<file path="src/rtl/swtk_ram.sv">
`default_nettype none
// ----------------------------------------------------------------------------
// swtk_ram
// Single-port synchronous RAM with a registered read.
// ----------------------------------------------------------------------------
module swtk_ram #(
   parameter int unsigned WIDTH = 8,
   parameter int unsigned DEPTH = 16
) (
   input  wire logic                     clock,
   input  wire logic                     wr_en,
   input  wire logic [$clog2(DEPTH)-1:0] addr,
   input  wire logic [WIDTH-1:0]         wr_data,
   output      logic [WIDTH-1:0]         rd_data
);

   logic [WIDTH-1:0] mem [DEPTH];

   always_ff @(posedge clock) begin
      if (wr_en) begin
         mem[addr] <= wr_data;
      end
      rd_data <= mem[addr];
   end

endmodule : swtk_ram
`default_nettype wire

</file>
<file path="config.mk">
export PLATFORM = sky130hd
export DESIGN_NAME = swtk_ram
export DESIGN_NICKNAME = d
export VERILOG_FILES = /design/src/rtl/swtk_ram.sv
export SDC_FILE = /design/constraint.sdc
export NUM_CORES = 1
export LEC_CHECK = 0
export BUFFER_PORTS_ARGS = -buffer_cell sky130_fd_sc_hd__buf_2
export CAP_MARGIN = 40
export CORE_MARGIN = 4
export CORE_UTILIZATION = 60
export DETAILED_ROUTE_END_ITERATION = 8
export MAX_ROUTING_LAYER = met4
export PLACE_DENSITY = 0.8
export SYNTH_ARGS = -nofsm -noshare
export SYNTH_HDL_FRONTEND = slang
export SYNTH_SLANG_ARGS = --single-unit
</file>
<file path="constraint.sdc">
create_clock -name clock -period 2.4 [get_ports clock]
set_input_delay 0.36 -clock clock [delete_from_list [all_inputs] [get_ports clock]]
set_output_delay 0.36 -clock clock [all_outputs]
set_load 0.01 [all_outputs]
</file>
Word level (Yosys, flattened, before mapping):

Memories as Yosys holds them, arrays and structs flattened. A register that Yosys moved wholly into a read port is not among the register bits.
Cells that the tools add are included.
W data, S select, Z words.

* output and inout bits: 8
* flip-flop bits (word level): 0
* memories kept: 1
* memory bits (writable): 128

Memory list
* mem: words 16, width 8, read ports 1, clocked after memory_dff 1, write ports 1, RTL line 17 `logic [WIDTH-1:0] mem [DEPTH];`

* muxes and demuxes: 2

Operators with widths (count)
* $mux W1: 2

Longest topological paths before layout:

Gate-level depths: netlist (run 1).

* word-level depth: 2
* depth in mapped cells: 5
* depth with buffers taken out: 3

Worst setup path before layout (run 1):

No wires, ideal clock.

* path type: input-to-reg
* start point: in addr[2]
* end point: mem mem[0][0] (enable)
* buffers on the path: 0
* data arrival time: 1.470 ns
* path slack: 0.547 ns
* stages: 2
* path through: or3b_2 nor3_1

RTL lines
* start, declared: RTL line 12 `input wire logic [$clog2(DEPTH)-1:0] addr,`
* end, declared: RTL line 17

Straight into the memory's write port.

==> run summary, run 1 <==
cts hold-fix bufs: 0
HP Class: in -> reg
# DRC: 0
clock latency on the worst-skew pair: 510 ps
P_leak: 2.046 nW
Via density: 6.015
MaxCap Viol Count: 0
cts repair resizes: 0
Syn. warnings: 0
CTS sink cnt: 136
commonest cells in the netlist: edfxtp_1 (128), mux4_2 (32), a22oi_1 (16)
CP Data Required Time: 2790 ps
IO buf count: 21
dpl cell area: 5406 um^2
dpl ws: 512.7 ps
GR Util met1: 0.2921
worst vdd ir: 0.8792 mV
Pwr per Cell Area: 947.1 nW/um^2
Netlist cell types: 18
startpoint types: input port
# Post-CTS Setup Buffers: 0
EDFF count, synth: 128
remaining antenna violation count: 0
vias after detailed routing: 2388
GRT Util Overall: 0.2196
post-route minimum period: 1384 ps
Syn Std Cell Area: 5067 um^2
Die H: 99.90 um
clock slew at reported path FFs: 60 ps
initial antenna violation count: 0
Final Hold Fails: 0
largest net degree at the start of global routing: 40
GP Congestion: 0.7766
HPWL after DPL: 5.944 mm
leading area contributor after synthesis: edfxtp_1
relative slew slack: 0.5488
GRT Max-Usage Layer: met2
cell with the most instances after synthesis: edfxtp_1
H-Tree Depth: 4
Seq cells post-synth: 136
first-pass GRT wire length: 14.72 mm
status: complete, no violations
Routed WL per cell: 23.92 um
final wirelength: 9.497 mm
setup ws final: 1016 ps
Final Cycle Share: 0.5766
Final Instance Area: 6067 um^2
grt met3 use: 0.06046
Seq/Total Area, Yosys: 0.7901
Fillers: 438
die width: 99.90 um
Gate Count Post-Synth: 230
Top Ports: 22
Max Freq: 722.6 MHz
met2 Track Usage GR: 0.3397
post-synth top area share: 0.7585
fraction of final layout cells sized beyond drive strength 1: 0.3596
remaining global-route overflow: 0
Area Overhead vs Synth: 19.73%
Slew Limit Fails: 0
area of the core: 8217 um^2
CP endpoint kind: flop
Std-Cell Rows: 33
starting density of the core: 0.6167
DR iter-0 viols: 203
vias in the first global route: 2438
setup TNS: 0 ps
Post-Syn Area per Cell: 22.03 um^2
CTS tree: built
CTS max path bufs: 2
# setup viols final: 0
DRT Pass-1 Iters: 4
Overall Power: 5.746 mW
Syn Nets: 244
n_diodes: 0
synth top area cells: edfxtp_1 (76%), mux4_2 (14%), dfxtp_1 (3.2%)
skew final: 6.168 ps
Num CTS Buffers: 17
worst path arrival time: 1770 ps
asr flop ratio synth: 0
root buffer cell: clkbuf_8
die area: 9980 um^2
RSZ-0062 raised after global routing: no
nets@finish: 293
Final Hold Slack: 229.9 ps
ys flop type: edfxtp_1
worst-margin pin slew: 675.5 ps
Crit Path Class: in -> reg
CP max FO: 20
==> area by class of cell <==
cell class,instances,area (um^2),share of cell area
flip-flops and latches,136,4004,0.6599
multi-input cells,83,1003,0.1654
clock buffers,22,473.0,0.07795
repair buffers,41,267.8,0.04413
clock inverters,10,187.7,0.03093
well taps,105,131.4,0.02165
==> critical path, stage by stage <==
cell and delay (ps):
buf_2 400, buf_4 300, mux4_2 320, a22oi_1 300
nand2_1 80
==> cells by family (layout without fill, tap and decap cells) <==
family / count (synthesis) / after routing / share of synthesized area
flops: 136 / 136 / 0.7901
compound gates: 16 / 16 / 0.02370
buf+inv: 11 / 73 / 0.01185
simple gates: 35 / 35 / 0.03210
mux: 32 / 32 / 0.1422
==> cell usage in the layout, fill, tap and decap left out, types with 4 or more instances in the layout <==
master | netlist | layout
edfxtp_1 | 128 | 128
mux4_2 | 32 | 32
buf_2 | 2 | 21
buf_4 | 0 | 19
a22oi_1 | 16 | 16
clkbuf_16 | 0 | 16
nor2_1 | 13 | 13
nand2_1 | 9 | 9
dfxtp_1 | 8 | 8
clkbuf_8 | 0 | 5
bufinv_16 | 0 | 5
nor3_1 | 4 | 4
==> power by group <==
group          switching [mW]  total [mW]  internal [mW]
clock                   0.917        2.83           1.91
sequential             0.0180        2.67           2.66
combinational           0.142       0.247          0.105
total                    1.08        5.75           4.67
==> final timing paths <==
kind                            startpoint         end  slack (ps)  cells past startpoint
worst min-delay path            wr_data[6]  mem[15][6]         230                      1
worst max register to register   mem[2][7]  rd_data[7]        1020                      3
worst max-delay path               addr[1]  rd_data[4]        1020                      5
worst min register to register   mem[6][1]  rd_data[1]         680                      3
==> metrics by stage <==
| step | instances | util |
|---|---|---|
| after floorplan | 230 | - |
| after global placement | 365 | 0.6580 |
| after detailed placement | 365 | 0.6580 |
| after CTS | 397 | 0.7384 |
| after global routing | 397 | 0.7384 |
| final | 397 | 0.7384 |
==> routing by layer <==
metal | part of all wire | up-vias
met5 | 0 | -
met4 | 0.011 | 0
met3 | 0.081 | 9
met2 | 0.50 | 106
met1 | 0.40 | 1211
li1 | - | 1062
==> sequential cells by signal, summed over array words and instances (netlist names) <==
register	cells
rd_data	8
mem	128
Note: power is estimated with default switching activity, not from simulation.
==> run 2, diff against run 1 <==
==> constraint.sdc (replaced) <==
create_clock -name clock -period 1.28 [get_ports clock]
set_input_delay 0.192 -clock clock [delete_from_list [all_inputs] [get_ports clock]]
set_output_delay 0.192 -clock clock [all_outputs]
set_load 0.01 [all_outputs]
==> run 2 against run 1 <==
The run now ends with setup timing left. Largest power group unchanged. Final cell count increased by 7.1%. Clock power increased by 96%. First-iteration DRC count increased by 51%. Clock skew decreased by 0.90 ps. Highest routed layer unchanged. Largest cell class unchanged. Routed wire length increased by 26%. Die area unchanged. Utilization increased by 7.1 points. Combinational power increased to 2.6 times the previous value. Global-route usage increased by 4.8 points. Critical path type is now reg -> reg. Critical endpoint is now rd_data[6]. Flip-flop and latch count unchanged.
==> run summary, run 2 (synthesized netlist as in run 1, its figures left out) <==
status: finished, violations left
failing checks: setup timing
clock slew at reported path FFs: 60 ps
vias in the first global route: 2845
Slew Limit Fails: 0
CP max FO: 1
CP peak stage delay: 510 ps
Worst Path Buf+Inv: 0
cell breakdown of the critical path: mux4_2 > a22oi_1 > nand2_1
largest net degree at the start of global routing: 21
skew final: 5.268 ps
setup ws final: -81.86 ps
IO buf count: 21
biggest regs: mem (128), rd_data (8)
# DRC: 0
Switching Power: 2.177 mW
die width: 99.90 um
initial antenna violation count: 0
die area: 9980 um^2
vias after detailed routing: 2714
MaxCap Viol Count: 0
post-route minimum period: 1362 ps
clock latency on the worst-skew pair: 510 ps
Final Hold Slack: 71.43 ps
Area Overhead vs Synth: 31.16%
DRT Pass-1 Iters: 5
CTS max path bufs: 2
dpl ws: -398.8 ps
Crit Path Class: reg -> reg
combinational share of power: 0.058
# setup viols final: 6
# Post-CTS Setup Buffers: 0
cts hold-fix bufs: 0
starting density of the core: 0.6167
commonest non-fill, non-tap cell in the layout: edfxtp_1
CTS sink cnt: 136
first-pass GRT wire length: 17.99 mm
worst path arrival time: 1750 ps
Slowest cell on crit path: mux4_2
Sw Share: 0.1942
CP Data Required Time: 1660 ps
RSZ-0062 raised after global routing: yes
CP top delay family: multiplexers
Num CTS Buffers: 17
max FFs per register: 128
fraction of final layout cells sized beyond drive strength 1: 0.5063
Die H: 99.90 um
most frequent cells in the layout: edfxtp_1 (128), buf_4 (34), mux4_2 (32)
Max Freq: 734.3 MHz
clock power share: 0.495
Top Ports: 22
final wirelength: 11.96 mm
Top reg by flops: mem
HP Class: in -> reg
remaining antenna violation count: 0
GRT Util Overall: 0.2671
GP Congestion: 0.7574
relative slew slack: 0.3966
Pwr per Cell Area: 1687 nW/um^2
CTS tree: built
Std-Cell Rows: 33
sequential share of power: 0.448
startpoint types: flop
CP endpoint kind: flop
Final Hold Fails: 0
DR iter-0 viols: 307
worst-margin pin slew: 901.7 ps
Final Cycle Share: 1.064
internal power: 9.032 mW
remaining global-route overflow: 0
P_leak: 2.256 nW
Routed WL per cell: 28.14 um
n_diodes: 0
H-Tree Depth: 4
area of the core: 8217 um^2
Via density: 6.386
worst vdd ir: 0.8986 mV
nets@finish: 321
root buffer cell: clkbuf_8
HPWL after DPL: 6.978 mm
-- run 2: cell count changes in the layout (fill, tap and decap cells not counted), moves of 12 or more --
| cell | delta |
|---|---|
| buf_4 | +15 |
| buf_12 | +13 |
| a22oi_1 | -12 |
| a22oi_2 | +12 |
| nor2_1 | -12 |
| nor2_4 | +12 |
-- run 2: routing by layer --
layer	vias to the layer above	wire length, um	GRT usage
met5	-	0	-
met4	0	274	0.09454
met3	24	928	0.05490
met2	151	6233	0.4182
met1	1415	4523	0.3551
li1	1124	-	-
-- run 2: layout make-up --
type                       count  area [um^2]
clock inverter                12        250.2
multi-input combinational     83         1195
clock buffer                  20        425.4
timing repair buffer          69        640.6
sequential                   136         4004
fill                         346         1570
tap                          105        131.4
-- run 2: stage by stage --
step	power [mW]	instances	area, um^2	setup TNS [ps]	utilization
global placement	5.670	392	5903	-21260	0.7184
finish	11.21	425	6646	-214.6	0.8089
CTS	11.23	424	6614	-163.8	0.8049
floorplan	5.407	230	5225	-1415	-
global route	11.51	425	6646	-419.3	0.8089
detailed placement	5.700	392	5903	-24810	0.7184
-- run 2: power by group through the flow --
stage / clock network (mW) / logic [mW] / registers, mW
2_1_floorplan: 0 / 0.300 / 5.11
3_3_place_gp: 0 / 0.572 / 5.10
3_5_place_dp: 0 / 0.593 / 5.11
4_1_cts: 5.59 / 0.629 / 5.02
5_1_grt: 5.80 / 0.681 / 5.02
6_report: 5.55 / 0.645 / 5.02
-- run 2: worst paths after layout --
| kind | cells after the start | slack [ps] | from | end |
|---|---|---|---|---|
| max | 3 | -80 | mem[7][6] | rd_data[6] |
| min | 1 | 70 | wr_data[5] | mem[2][5] |
| max reg2reg | 3 | -80 | mem[7][6] | rd_data[6] |
| min reg2reg | 3 | 690 | mem[4][7] | rd_data[7] |
-- run 2: repair_timing --
action | in CTS | in global routing
endpoints found under the setup margin | 7 | 8
gates resized for setup | 7 | 5
pin swaps | 6 | 5
-- run 2: worst register-to-register path: stages (launching register included) --
cell,delay [ps]
edfxtp_1,380
mux4_2,510
a22oi_1,220
nand2_1,120
