`src/rtl/swtk_divider.sv`:
```
`default_nettype none
// ----------------------------------------------------------------------------
// swtk_divider
// Restoring divider, one quotient bit per cycle.
// ----------------------------------------------------------------------------
module swtk_divider #(
   parameter int unsigned NUM_W = 36,
   parameter int unsigned DEN_W = 19
) (
   input  wire logic             clock,
   input  wire logic             reset,
   input  wire logic             start,
   input  wire logic [NUM_W-1:0] numerator,
   input  wire logic [DEN_W-1:0] denominator,
   output      logic             done,
   output      logic [NUM_W-1:0] quotient
);

   localparam int unsigned CNT_W = $clog2(NUM_W + 1);

   logic [NUM_W-1:0] quo_ff, quo_in;
   logic [DEN_W:0]   rem_ff, rem_in;
   logic [DEN_W-1:0] den_ff, den_in;
   logic [CNT_W-1:0] cnt_ff, cnt_in;
   logic             busy_ff, busy_in;
   logic             done_ff, done_in;
   logic [DEN_W:0]   trial;

   always_comb begin
      quo_in  = quo_ff;
      rem_in  = rem_ff;
      den_in  = den_ff;
      cnt_in  = cnt_ff;
      busy_in = busy_ff;
      done_in = 1'b0;
      trial   = {rem_ff[DEN_W-1:0], quo_ff[NUM_W-1]};
      if (start) begin
         quo_in  = numerator;
         rem_in  = '0;
         den_in  = denominator;
         cnt_in  = CNT_W'(NUM_W);
         busy_in = 1'b1;
      end else if (busy_ff) begin
         // shift in the next numerator bit, subtract where it fits
         if (trial >= {1'b0, den_ff}) begin
            rem_in = trial - {1'b0, den_ff};
            quo_in = {quo_ff[NUM_W-2:0], 1'b1};
         end else begin
            rem_in = trial;
            quo_in = {quo_ff[NUM_W-2:0], 1'b0};
         end
         cnt_in = cnt_ff - 1'b1;
         if (cnt_ff == CNT_W'(1)) begin
            busy_in = 1'b0;
            done_in = 1'b1;
         end
      end
   end

   always_ff @(posedge clock) begin
      if (reset) begin
         busy_ff <= 1'b0;
         done_ff <= 1'b0;
         cnt_ff  <= '0;
      end else begin
         busy_ff <= busy_in;
         done_ff <= done_in;
         cnt_ff  <= cnt_in;
      end
      quo_ff <= quo_in;
      rem_ff <= rem_in;
      den_ff <= den_in;
   end

   assign done     = done_ff;
   assign quotient = quo_ff;

endmodule : swtk_divider
`default_nettype wire

```
`config.mk`:
```
export PLATFORM = sky130hd
export DESIGN_NAME = swtk_divider
export DESIGN_NICKNAME = d
export VERILOG_FILES = /design/src/rtl/swtk_divider.sv
export SDC_FILE = /design/constraint.sdc
export NUM_CORES = 1
export LEC_CHECK = 0
export BUFFER_PORTS_ARGS = -buffer_cell sky130_fd_sc_hd__buf_2
export CAP_MARGIN = 5
export CORE_MARGIN = 3
export CORE_UTILIZATION = 30
export CTS_BUF_LIST = sky130_fd_sc_hd__clkbuf_8
export CTS_CLUSTER_DIAMETER = 80
export DETAILED_ROUTE_END_ITERATION = 8
export HOLD_SLACK_MARGIN = 0.08
export SLEW_MARGIN = 15
export SYNTH_ARGS = -nofsm -noshare
export SYNTH_HDL_FRONTEND = slang
export SYNTH_SLANG_ARGS = --single-unit
```
`constraint.sdc`:
```
create_clock -name clock -period 3.6 [get_ports clock]
set_input_delay 0.54 -clock clock [delete_from_list [all_inputs] [get_ports clock]]
set_output_delay 0.54 -clock clock [all_outputs]
set_load 0.02 [all_outputs]
```
### Word-level counts from Yosys, hierarchy flattened

Cells that the tools add are included.
Widths: inputs -> output; s select.

* multiply operators: 0
* eq/ne operators: 1
* $add $sub $neg: 2
* muxes and demuxes: 10
* reductions and logical operators: 3
* shift-type cells: 0
* divide/modulo/power cells: 0
* bitwise gates (word level): 1
* $lt $le $gt $ge: 1

Operator list (count)
* $mux 36: 2
* $ge 20x19->1: 1
* $mux 19: 1
* $sub 19x19->19: 1
* $mux 6: 2
* $eq 6x1->1 const B: 1
* $sub 6x1->6 const B: 1
* $mux 1: 5
* $reduce_or 3->1: 1
* $reduce_bool 2->1: 1
* $reduce_or 2->1: 1
* $not 1->1: 1

* RAM bits: 0
* ROM bits: 0
* memories: 0
* output and inout bits: 37
* bits in latches: 0
* flip-flop bits (word level): 82

### Logic depth before layout (Yosys ltp)

Gate-level depths: netlist of run 1.

* depth after elaboration: 4
* mapped depth: 11
* mapped depth without buffers: 10

### Worst setup path before layout of run 1

Ideal clock, no wire load.

* path kind: flip-flop to flip-flop
* start: reg quo_ff[35] (netlist: quotient[35])
* end: reg rem_ff[17]
* data required time: 3.512 ns
* setup slack: 0.897 ns
* stages on the path, launching flop included: 11
* arrival: 2.615 ns
* period minus slack after synthesis: 2.703 ns
* path through: edfxtp_1 > inv_1 > ha_1 > fa_1 > nand2b_1 > a21oi_1 > o21ai_1 > nand4_1 > a31oi_4 > or4b_1 > a311oi_2

* longest elaborated chain between the ends: 2

Ends and longest elaborated chain
* start, declared: RTL line 21 `logic [NUM_W-1:0] quo_ff, quo_in;`
* start signal, assigned: RTL line 70 `quo_ff <= quo_in;`
* $sub 19x19->19 or $ge 20x19->1 (tied branches): RTL line 46, 45
* $mux 19 (*): RTL line 45 `if (trial >= {1'b0, den_ff}) begin`
* end signal, assigned: RTL line 71 `rem_ff <= rem_in;`
* end, declared: RTL line 22 `logic [DEN_W:0] rem_ff, rem_in;`

Mark *: on every way between the ends. The rest lies on a longest branch, timed or not.
A chain may end at the register's enable or synchronous reset.

### Final worst setup path of run 1

Same ends and word-level chain as after synthesis.

==> metrics.txt, run 1 <==
number of unique standard cell types used by synthesis 56; cell type with the highest aggregate area in the netlist sky130_fd_sc_hd__edfxtp_1; Setup CP Type reg2reg; crit share post-route 0.816; Mapped Nets 478; wirelength, routed 9580 um; first-pass GRT wire length 15600 um; outcome finished clean; area share of the largest cell type after synthesis 0.375; TritonCTS sink count 82; top area cells in the synthesized netlist sky130_fd_sc_hd__edfxtp_1 (37%), sky130_fd_sc_hd__dfxtp_1 (12%), sky130_fd_sc_hd__mux2_2 (8.9%); number of H-tree branching levels 3; largest net degree at the start of global routing 52; register-to-register setup slack 0.66 ns; highest cell delay on the worst timing path 0.61 ns; placement row count 43; transition time at the pin with the least slew margin 0.845 ns; count of warnings emitted by yosys 0; iteration count of the initial detailed-routing pass 4; Netlist Area Pre-Place 4410 um^2; switching share of power 0.316; kind of start point of the critical path flop; number of synthesized register bits 82; xor/xnor cell area share of the yosys netlist 0.0358; DRC violations left 0; sequential-to-total area share from yosys stat 0.498; Setup crit end kind flop; post-detailed-route via-to-cell ratio 4.81; Sw Pwr 0.785 mW; Max Fanout on Critical Path 20; Area Growth Syn to Fin 19.1%; Longest Clk Path Bufs 2; Worst Hold Endpoint den_ff[0]; weighted congestion reported at the end of routability-driven placement 0.818; leakage 2.22 nW; core outline area 14100 um^2; Worst Reg2Reg Path Length in Cells 10; Buffers on Ports 94; clock-pin transition on the worst setup and hold timing paths 0.10 ns; Min-Delay Path Depth 1; dominant combinational cell family by area after synthesis simple AND/OR/NAND/NOR gates; compound-cell area share of the yosys netlist 0.122; arrival time of data at the critical path endpoint 3.22 ns; total negative setup slack 0 ns; Hold Path Class in2reg; # hold bufs at CTS 0; count of flip-flops with a built-in enable after synthesis 55; worst path buffer plus inverter count 1; internal power summed over all cells 1.70 mW; share of async-settable or async-resettable flops after synthesis 0; Final Hold Vio Count 0; per-instance average area after synthesis 11.1 um^2; initial antenna violation count 0; leading register cell type out of synthesis sky130_fd_sc_hd__edfxtp_1; I/O Pins 95; floorplan die width 127 um; Seq pwr share 0.464; crit path max-delay cell type sky130_fd_sc_hd__or4b_1; logic gate share of total power 0.249; Root Buffer Master sky130_fd_sc_hd__clkbuf_8; CTS buffer count 9; data required time of the critical path 3.89 ns; power density over the cells 474 nW/um^2; final setup violation count 0; post_cts resized 0; insertion delay of the later-clocked pin in the worst-skew pair 0.37 ns; DIE HEIGHT 127 um; most numerous cell types in the synthesized netlist sky130_fd_sc_hd__edfxtp_1 (55), sky130_fd_sc_hd__mux2_2 (35), sky130_fd_sc_hd__nor2_1 (33); routed wirelength normalized by instance count 14.3 um; iteration-0 DRC count of the detailed router 204; worst hold-check slack 0.340 ns; Congestion Overflow GR 0; simple-gate portion of the synthesized area 0.124; via count of the first global-routing pass 3223; DIE AREA 16200 um^2; worst ir drop on vdd 251 uV; hold wc startpoint denominator[0]; starting density of the core 0.313; Mapped Cells 398; number of pins exceeding their max-slew limit in the final report 0; worst clock skew 0.0145 ns; final antenna diode count 0; dominant delay contributor by cell family on the critical path simple AND/OR/NAND/NOR gates; fraction of synthesized area in multiplexers 0.112; proportion of layout cells with a drive suffix above 1 0.325; setup bufs post-CTS 0; startpoint of the lowest-slack register-to-register path quotient[35]; shortest period the worst path allows 2.94 ns; sequence of cells on the critical path inv_1, ha_1, fa_1, nand2b_1, a21oi_1, o21ai_1, nand4_1, a31oi_4, or4b_1, a311oi_2; unrepaired setup endpoints after global routing no; worst rel slew slack 0.437; post-synthesis share of cell area spent on full adders, half adders and majority gates 0.0642; number of max-capacitance violations reported 0; Max Clock Freq 341 MHz; final antenna-violating net count 0; Detail Placement HPWL 6980 um; total via count after detailed routing 3233; all-layer global routing usage 0.119; Worst R2R End rem_ff[17]; Clock Power Share 0.287; TritonCTS clock tree yes; most repeated cell in the gate-level netlist after synthesis sky130_fd_sc_hd__edfxtp_1; NumNets Final 567
cells in the final DEF (no fill, tap or decap), types with 7 or more instances in the layout:
cell type and instances:
sky130_fd_sc_hd__buf_2 94, sky130_fd_sc_hd__edfxtp_1 55, sky130_fd_sc_hd__mux2_2 35, sky130_fd_sc_hd__nor2_1 33, sky130_fd_sc_hd__dfxtp_1 27, sky130_fd_sc_hd__inv_1 26, sky130_fd_sc_hd__a21oi_1 22, sky130_fd_sc_hd__ha_1 21
sky130_fd_sc_hd__nand2_1 20, sky130_fd_sc_hd__a211oi_1 13, sky130_fd_sc_hd__nor3_1 12, sky130_fd_sc_hd__xnor2_1 10, sky130_fd_sc_hd__mux2i_1 10, sky130_fd_sc_hd__clkbuf_8 9, sky130_fd_sc_hd__nand3_1 8, sky130_fd_sc_hd__nand4_1 8
sky130_fd_sc_hd__xor2_1 8, sky130_fd_sc_hd__a21o_1 7
cell type report:
cell class	count	area, um^2
fillers	1421	8850
flip-flops and latches	82	2190
multi-input cells	269	2020
repair buffers	98	500
well taps	180	225
clock buffers	9	124
inverters	27	101
clock inverters	7	83.8
power groups by stage:
stage                     logic [mW]  clock network, mW  registers (mW)
after floorplan                0.411                  0            1.22
after global placement         0.614                  0            1.17
after detailed placement       0.623                  0            1.17
after CTS                      0.626              0.743            1.15
after global routing           0.688              0.783            1.16
final                          0.620              0.713            1.15
flip-flops by register name (all words and copies together) (netlist names):
name,flops
done,1
rem_ff,19
cnt_ff,6
den_ff,19
quotient,36
busy_ff,1
routing by layer:
layer  part of all wire  routed length, um  global-route usage  vias to the layer above
li1                   -                  -                   -                     1639
met1               0.45               4360               0.154                     1513
met2               0.48               4590               0.189                       69
met3              0.050                482              0.0385                       12
met4              0.015                145              0.0404                        0
met5                  0                  0                   0                        -
through the flow:
stage               worst slack (ns)  instance area, um^2   util  total power [mW]  cells
detailed placement             0.653                 5040  0.358              1.80    656
global placement               0.747                 5040  0.358              1.78    656
CTS                            0.645                 5250  0.372              2.52    672
floorplan                      0.897                 4410      -              1.63    398
global route                   0.401                 5250  0.372              2.64    672
finish                         0.664                 5250  0.372              2.49    672
cells by family after synthesis:
kind of cell,after synthesis
AND/OR/NAND/NOR,107
flip-flops,82
AO/OA/AOI/OAI,77
buffers and inverters,47
multiplexers,45
adder cells (fa/ha/maj),22
XOR/XNOR,18
worst max-delay path by stage:
| stage | depth (start not counted) | from | endpoint | slack [ns] |
|---|---|---|---|---|
| after floorplan | 10 | quotient[35] | rem_ff[17] | 0.90 |
| after global placement | 10 | quotient[35] | rem_ff[17] | 0.75 |
| after detailed placement | 10 | quotient[35] | rem_ff[17] | 0.65 |
| after CTS | 10 | quotient[35] | rem_ff[17] | 0.64 |
| after global routing | 11 | quotient[35] | rem_ff[4] | 0.40 |
| final | 10 | quotient[35] | rem_ff[17] | 0.66 |
Power figures use the tool's default switching activity.
==> run 2, diff against run 1 <==
clock period = 2.9 ns   (was 3.6 ns; I/O delays follow)
==> run 2 against run 1 <==
Non-clock buffer count is 7 higher; cell count grew 1.0%; critical endpoint is now rem_ff[1]; via count increased by 2.9%; largest power group unchanged; register-to-register slack worse by 0.52 ns.
==> metrics.txt, run 2 (synthesis gave the netlist of run 1 again) <==
outcome finished clean; placement row count 43 (unchanged); final standard cell count with taps included and fillers excluded 679 (+1.0%); core outline area 14100 um^2 (unchanged); floorplan die width 127 um (unchanged); sequence of cells on the critical path inv_1, ha_1, fa_1, nand2b_1, a21oi_2, o21ai_2, nand4_1, a31oi_4, buf_8, or4b_1, o311ai_1; sequential cell area 2190 um^2 (unchanged); transition time at the pin with the least slew margin 0.574 ns (-0.271 ns); crit share post-route 0.950 (+0.135); worst clock skew 0.0125 ns (-0.00204 ns); wirelength, routed 9990 um (+4.3%); number of pins exceeding their max-slew limit in the final report 0 (unchanged); number of max-capacitance violations reported 0 (unchanged); crit path launch quotient[35]; Final Hold Vio Count 0 (unchanged); starting density of the core 0.313 (unchanged); worst rel slew slack 0.617 (+0.180); CTS buffer count 9 (unchanged); Max Fanout on Critical Path 14 (-30%); post-detailed-route via-to-cell ratio 4.90 (+1.9%); Detail Placement HPWL 7230 um (+3.6%); first-pass GRT wire length 16000 um (+2.8%); worst slack at placement 0.0757 ns (-0.577 ns); weighted congestion reported at the end of routability-driven placement 0.827 (+1.1%); crit path max-delay cell type sky130_fd_sc_hd__or4b_1; Root Buffer Master sky130_fd_sc_hd__clkbuf_8; TritonCTS sink count 82 (unchanged); Longest Clk Path Bufs 2 (unchanged); TritonCTS clock tree yes; initial antenna violation count 0 (unchanged); Buffers on Ports 94 (unchanged); Setup CP Type reg2reg; setup ws final 0.144 ns (-0.520 ns); total negative setup slack 0 ns (unchanged); leakage 2.25 nW (+1.4%); shortest period the worst path allows 2.76 ns (-0.180 ns); arrival time of data at the critical path endpoint 3.03 ns (-0.19 ns); commonest cells after routing, fill and taps aside sky130_fd_sc_hd__buf_2 (94), sky130_fd_sc_hd__edfxtp_1 (55), sky130_fd_sc_hd__mux2_2 (35), sky130_fd_sc_hd__nor2_1 (33); highest cell delay on the worst timing path 0.48 ns (-0.13 ns); NumNets Final 574 (+1.2%); iteration count of the initial detailed-routing pass 4 (unchanged); kind of start point of the critical path flop; iteration-0 DRC count of the detailed router 186 (-8.8%); DIE HEIGHT 127 um (unchanged); Max Clock Freq 363 MHz (+6.5%); DIE AREA 16200 um^2 (unchanged); most frequent standard cell in the layout excluding fill and tap cells sky130_fd_sc_hd__buf_2; number of fillers in the final layout 1467 (+3.2%); number of flip-flops in the largest register 36 (unchanged); routed wirelength normalized by instance count 14.7 um (+3.2%); insertion delay of the later-clocked pin in the worst-skew pair 0.37 ns (about the same); all-layer global routing usage 0.124 (+0.00524); total via count after detailed routing 3328 (+2.9%); worst ir drop on vdd 198 uV (-21%); Hold Path Class in2reg; final antenna-violating net count 0 (unchanged); worst hold-check slack 0.236 ns (-0.104 ns); proportion of layout cells with a drive suffix above 1 0.335 (+0.00947); final antenna diode count 0 (unchanged); I/O Pins 95 (unchanged); data required time of the critical path 3.17 ns (-0.72 ns); total instance count after detailed placement 659 (+0.46%); DRC violations left 0 (unchanged); via count of the first global-routing pass 3266 (+1.3%); multi-input logic area 2030 um^2 (+0.37%); Setup crit end kind flop; final setup violation count 0 (unchanged); Core Util, Final 0.376 (+0.00373); hold wc startpoint denominator[13]; startpoint of the lowest-slack register-to-register path quotient[35]; number of H-tree branching levels 3 (unchanged); Congestion Overflow GR 0 (unchanged); power density over the cells 578 nW/um^2 (+22%); Area Growth Syn to Fin 20.3%; largest net degree at the start of global routing 51 (-1.9%); clock-pin transition on the worst setup and hold timing paths 0.09 ns (about the same)
==> run 2: worst paths after layout <==
kind | to | slack [ns] | depth (start not counted)
setup / recovery | rem_ff[1] | 0.14 | 11
hold / removal | den_ff[13] | 0.24 | 1
setup reg to reg | rem_ff[1] | 0.14 | 11
hold reg to reg | rem_ff[11] | 0.51 | 2
==> run 2: layer usage <==
metal	GRT usage	part of all wire
met1	0.161	0.46
met2	0.196	0.47
met3	0.0259	0.042
met4	0.0662	0.028
met5	0	0
==> run 2: final cells by class <==
cell class              count  share of cell area
clock inverters             7              0.0130
repair buffers            105               0.106
well taps                 180              0.0425
clock buffers               9              0.0234
flip-flops and latches     82               0.414
multi-input cells         269               0.383
inverters                  27              0.0191
==> run 2: critical path, delay by kind of cell, from the launching register on <==
family                   cells  cell delay [ns]
adder cells (fa/ha/maj)      2             0.62
AO/OA/AOI/OAI                4             0.60
buffers and inverters        2             0.26
AND/OR/NAND/NOR              3             0.83
flip-flops                   1             0.35
==> run 2: metrics by stage <==
stage | total power [mW] | cell area (um^2)
floorplan | 2.03 | 4410
CTS | 3.09 | 5260
detailed placement | 2.24 | 5060
finish | 3.07 | 5300
global placement | 2.23 | 5060
global route | 3.25 | 5300
==> run 2: where the power goes <==
group	internal (mW)	total (mW)	switching [mW]
Sequential	1.37	1.43	0.0594
Clock	0.398	0.831	0.433
Combinational	0.343	0.803	0.460
Total	2.11	3.07	0.953
==> run 2: repair_timing <==
item / in CTS / in global routing
hold endpoints to repair: 0 / 0
hold buffers: 0 / 0
resized for setup: 0 / 4
buffers inserted: 0 / 4
endpoints found under the setup margin: 0 / 11
